--- config.mk ---
export PLATFORM = sky130hd
export DESIGN_NAME = lav_ser
export DESIGN_NICKNAME = d
export VERILOG_FILES = /design/src/rtl/lav_pkg.sv /design/src/rtl/lav_ser.sv
export SDC_FILE = /design/constraint.sdc
export NUM_CORES = 1
export LEC_CHECK = 0
export ABC_AREA = 1
export ABC_CLOCK_PERIOD_IN_PS = 14300
export BUFFER_PORTS_ARGS = -buffer_cell sky130_fd_sc_hd__buf_4
export CAP_MARGIN = 20
export CORE_UTILIZATION = 35
export CTS_CLUSTER_DIAMETER = 120
export DETAILED_ROUTE_END_ITERATION = 8
export GPL_TIMING_DRIVEN = 0
export SLEW_MARGIN = 5
export SYNTH_ARGS = -nofsm -noshare
export SYNTH_HDL_FRONTEND = slang
export SYNTH_SLANG_ARGS = --single-unit
--- constraint.sdc ---
create_clock -name clk -period 14.3 [get_ports clk]
set_input_delay 0.715 -clock clk [delete_from_list [all_inputs] [get_ports clk]]
set_output_delay 0.715 -clock clk [all_outputs]
set_load 0.02 [all_outputs]
--- src/rtl/lav_pkg.sv ---
// Shared types and constants for the look-at view matrix block.
// Used by lav_div, lav_norm, lav_ser and lookat_view_matrix; depends on nothing else.
package lav_pkg;

    // Default fraction width of the Q format.
    localparam int LAV_FRAC_BITS = 16;

    // Width of a magnitude after the normalizing shift, top bit at 2^29.
    localparam int LAV_NORM_W = 30;

    // Row number of the final (translation) row.
    localparam logic [1:0] LAV_LAST_ROW = 2'd3;

    // One request: camera position, look target and world up vector.
    typedef struct packed {
        logic signed [31:0] pos_x;
        logic signed [31:0] pos_y;
        logic signed [31:0] pos_z;
        logic signed [31:0] target_x;
        logic signed [31:0] target_y;
        logic signed [31:0] target_z;
        logic signed [31:0] up_x;
        logic signed [31:0] up_y;
        logic signed [31:0] up_z;
    } lav_req_t;

    // One result row of the view matrix.
    typedef struct packed {
        logic [1:0]         row_index;
        logic signed [31:0] first_value;
        logic signed [31:0] second_value;
        logic signed [31:0] third_value;
        logic               degenerate;
        logic               last_row;
    } lav_res_t;

    // A finished matrix handed to the row serializer: rows[row][column].
    typedef struct packed {
        logic [3:0][2:0][31:0] rows;
        logic                  degenerate;
    } lav_mat_t;

endpackage

--- src/rtl/lav_ser.sv ---
// Row serializer: holds one finished matrix and sends it out row by row.
// Depends on lav_pkg for the matrix and result types.
module lav_ser
    import lav_pkg::*;
(
    input  logic     clk,
    input  logic     rst_n,
    input  logic     in_valid,
    output logic     in_ready,
    input  lav_mat_t in_mat,
    output logic     out_valid,
    input  logic     out_ready,
    output lav_res_t out_res
);

    logic       hold_valid_reg;
    logic [1:0] row_reg;
    lav_mat_t   mat_reg;
    logic       last;

    assign last     = (row_reg == LAV_LAST_ROW);
    assign in_ready = !hold_valid_reg || (out_ready && last);

    // Load a new matrix, or step to the next row on each delivered row.
    always_ff @(posedge clk or negedge rst_n)
    begin
        if (!rst_n)
        begin
            hold_valid_reg <= 1'b0;
            row_reg        <= '0;
        end
        else if (in_valid && in_ready)
        begin
            hold_valid_reg <= 1'b1;
            row_reg        <= '0;
        end
        else if (hold_valid_reg && out_ready)
        begin
            row_reg <= row_reg + 2'd1;
            if (last)
                hold_valid_reg <= 1'b0;
        end
    end

    always_ff @(posedge clk)
    begin
        if (in_valid && in_ready)
            mat_reg <= in_mat;
    end

    // Present the current row.
    assign out_valid            = hold_valid_reg;
    assign out_res.row_index    = row_reg;
    assign out_res.first_value  = mat_reg.rows[row_reg][0];
    assign out_res.second_value = mat_reg.rows[row_reg][1];
    assign out_res.third_value  = mat_reg.rows[row_reg][2];
    assign out_res.degenerate   = mat_reg.degenerate;
    assign out_res.last_row     = last;

endmodule

## Yosys cells after proc, flatten, opt, wreduce, memory -nomap -nowiden

Index checks and enable logic that the tools add are counted.

| storage, ports and cells | value |
|---|---|
| RAM bits | 0 |
| ROM bits | 0 |
| memories kept | 0 |
| bits in latches | 0 |
| input port bits | 389 |
| output and inout port bits | 102 |
| bits in registers | 388 |

| operators by class | value |
|---|---|
| muxes and demuxes | 7 |
| multipliers | 0 |
| reduce and logical (&&, ||, !) cells | 8 |
| $add $sub $neg | 1 |
| equality and inequality tests | 1 |
| divide/modulo/power cells | 0 |
| bitwise gates (word level) | 0 |
| $lt $le $gt $ge | 1 |
| shifts and indexed selects | 0 |

Operators by type and width:

| kind | count |
|---|---|
| 96-bit binary-select mux with 2-bit select | 1 |
| 96-bit 2-to-1 mux | 1 |
| 2-bit 2-to-1 mux | 2 |
| 2-bit nonzero test | 2 |
| 1-bit logical AND | 3 |
| 2-bit by 3-bit < comparator with 1-bit output (second input constant) | 1 |
| 1-bit 2-to-1 mux | 3 |
| 2-bit by 1-bit adder with 2-bit output (second input constant) | 1 |
| 2-bit == test (second input constant) | 1 |
| 2-bit AND reduction | 1 |
| 1-bit zero test | 1 |
| 1-bit logical OR | 1 |

## Logic depth before layout (Yosys ltp)

| logic depth | value |
|---|---|
| depth in word-level cells | 6 |
| mapped depth | 6 |

## Least setup slack after synthesis

OpenSTA, ideal clock, no wires.

| timing path | value |
|---|---|
| kind | input to register |
| start | in out_ready |
| end | reg mat_reg[100] (netlist name), enable pin |
| arrival time | 8,497 ps |
| library setup time | 732 ps |
| stages on the path | 4 |
| required time | 13,568 ps |
| path slack | 5,071 ps |
| path through | nand2_1 > nand2_1 > nand2_1 > inv_1 |

| on the way | value |
|---|---|
| word-level cells in the longest chain between the ends | 3 |

RTL lines:

| element | RTL line | text |
|---|---|---|
| start: declaration | lav_ser.sv:12 | `input logic out_ready,` |
| 1-bit logical AND | lav_ser.sv:22 | `assign in_ready = !hold_valid_reg \|\| (out_ready && last);` |
| 1-bit logical OR | lav_ser.sv:22 |  |
| named net in_ready | lav_ser.sv:9 | `output logic in_ready,` |
| 1-bit logical AND | lav_ser.sv:47 | `if (in_valid && in_ready)` |
| end signal: assignment | lav_ser.sv:48 | `mat_reg <= in_mat;` |
| end: declaration | lav_ser.sv:18 | `lav_mat_t mat_reg;` |

The timed path passes the listed nets, and every way through them passes these cells.
A chain may end at the register's enable or synchronous reset.

==> results.toml <==
[clock_network]
cts_buffer_depth = 3
cts_tree = "built"
root_buffer = "clkbuf_16"
htree_levels = 2
clock-sinks = 388
clock_latency_ps = 550
clk_pin_slew_ps = 60
cts_buffers = 44
cts_setup_buffers = 0

[cells_and_area]
areaGrowthSynthToFinish_pct = 37.9
multiInputGateArea_sq_um = 2590
drive_above_1_share_pct = 35.6
nNetsFinal = 2073
utilization_pct = 49.1
fill_cells = 3853
largest_register_ffs = 384
seqCellArea_sq_um = 11600

[route]
via_count = 10500
drt_iter0_markers = 684
final_antenna_net_count = 0
avgRoutedWirePerCell_um = 19.7
via_per_inst = 4.55
wl_mm = 45.3
first_pass_iters = 7
drc = 0

[setup_path]
crit_slowest_cell = "dfrtp_1"
end_kind = "primary output"
critPathArrivalTime_ps = 2200
critPathMaxStageDelay_ps = 430
crit_fanout = 10
worstReg2RegStart = "row_reg[0]$_DFFE_PN0P_"
cpMostUsedCell = "nand2_1"
worstPathCellList = "inv_2 > buf_1 > nand2_1 > o211ai_1 > nand2_1 > buf_4"
critPathLaunchType = "flop"
worstPathRequired_ps = 13590
startpoint = "row_reg[0]$_DFFE_PN0P_"
path_class = "flop to primary output"

[logic_synthesis]
synth.area.mux_share_pct = 0
ys_ff_latch = 388
synth_nets = 1533
synthCells = 1143
yosysWarnings = 0
synth-adder-area-share_pct = 0.0813
synth-compound-area-share_pct = 9.36
synth-xor-area-share_pct = 0
yosysTopAreaCellShare_pct = 75.1
synthSimpleGateAreaFrac_pct = 7.37
synth_largest_area_cell = "edfxtp_1"
avgSynthCellArea_sq_um = 13.5
synth-seq-area-share_pct = 75.6
synth_area_leaders = "edfxtp_1, o211ai_1, nand2_1"
syn_area_sq_um = 15400
synth_top_family_by_area = "compound AO/OA/AOI/OAI gates"
ys_types = 13

[flow_run]
cap_viol_max_count = 0

[pwr]
ir_drop_mv = 0.120
p_leak_nw = 9.04
swShare_pct = 36.6
intPower_mw = 2.74
seqPwrFrac_pct = 36.4
total_power_mw = 4.32
p_comb_share_pct = 39.3
p_per_area_nw_per_um2 = 204
p_sw_mw = 1.58
p_clk_share_pct = 24.3

[sta]
rsz0062_at_grt = "no"
slew_violations = 0
worst_pin_slew_ps = 873
fin_skew_ps = 14.9
max-slew-margin-rel_pct = 41.8
setup-tns-final_ps = 0
hold_viol_final = 0
clock.fmax_mhz = 343
period_minus_slack_ps = 2920
period_share_pct = 20.4
setup_viol = 0

[global_route]
grt_max_degree = 119
grt_first_pass_wirelength_mm = 65.2
grt_usage_pct = 19.8
grt_antenna_before_repair = 3
overflow = 0
grt_pass1_vias = 10600

[floorplan]
fp.dieArea_sq_um = 44800
initial_core_util_pct = 35.6
die_h_um = 212
io_pins = 491
die_w_um = 212
fp-row-count = 76
core-area_sq_um = 43300

[placement]
dp_hpwl_mm = 32.6
place.gp.congestion = 0.845
io_buffers = 490

[min_path]
hold_path.class = "input pin to flop"
hold_path_startpoint = "in_mat[90]"

[outcome]
status = "finished, final reports clean"
[cell families after synthesis]
logic type,Yosys count
AO/OA/AOI/OAI,192
adder cells (fa/ha/maj),1
buffers and inverters,261
flip-flops,388
AND/OR/NAND/NOR,301
[per-layer routing]
| metal | global-route usage (%) | part of all wire [%] | up-vias |
|---|---|---|---|
| li1 | - | - | 5086 |
| met5 | 0 | 0 | - |
| met1 | 24.8 | 40 | 4973 |
| met3 | 4.24 | 6.0 | 80 |
| met2 | 33.2 | 50 | 355 |
| met4 | 8.57 | 3.4 | 0 |
[layout make-up]
cell class	instances	share of cell area, %
Timing Repair Buffer	494	17.8
Multi-Input combinational cell	494	12.2
Inverter	196	3.50
Tap cell	585	3.45
Buffer	65	2.03
Clock buffer	57	5.52
Antenna cell	3	0.0354
Sequential cell	388	54.8
Clock inverter	22	0.701
[worst paths after layout]
path                            slack [ps]  depth (start not counted)                endpoint
worst max-delay path                 11380                          6             out_res[30]
worst min-delay path                   340                          1   mat_reg[90]$_DFFE_PP_
worst max register to register       11710                          6  mat_reg[183]$_DFFE_PP_
worst min register to register         590                          2   out_valid$_DFFE_PN0P_
max in group asynchronous            13660                          2  row_reg[0]$_DFFE_PN0P_
min in group asynchronous              540                          2   out_valid$_DFFE_PN0P_
[metrics by stage]
stage	hold slack [ps]	instance area, sq um	setup WS, ps	instances
final	336	21200	11380	2304
after global routing	296	21200	11170	2304
after CTS	285	21200	11220	2301
after detailed placement	510	19900	11550	2221
after global placement	505	19800	1920	2218
after floorplan	419	15400	5070	1143
[Yosys cell counts (all sizes together)]
cell type  instances
buf               60
inv              196
o211ai           192
edfxtp           385
clkbuf             5
nand3              4
nand2            297
ha                 1
dfrtp              3
[timing repair]
action,in CTS,in global routing
hold buffers,1,0
hold endpoints to repair,3,0
gates resized for setup,0,0
[power groups by stage]
stage	registers, mW	logic [mW]	clock network, mW
floorplan	1.67	0.953	0
global route	1.59	1.85	1.12
finish	1.57	1.70	1.05
CTS	1.57	1.73	1.08
detailed placement	1.59	1.73	0
global placement	1.72	1.70	0
[critical path: cells and delay by family (launching register included)]
kind	cells	cell delay (ps)
DFF	1	430
and+or+nand+nor	2	300
buffers and inverters	3	790
AOI/OAI and AO/OA	1	130
[placed cells by master (no fill, tap or decap), types with 3 or more instances in the layout]
cell / instances
buf_2: 36
clkbuf_1: 17
nand3_1: 4
diode_2: 3
buf_6: 15
clkbuf_16: 45
buf_4: 498
o211ai_1: 192
clkinv_1: 11
clkinv_2: 8
nand2_1: 297
dfrtp_1: 3
buf_16: 3
edfxtp_1: 385
inv_1: 193
Power figures use the tool's default switching activity.
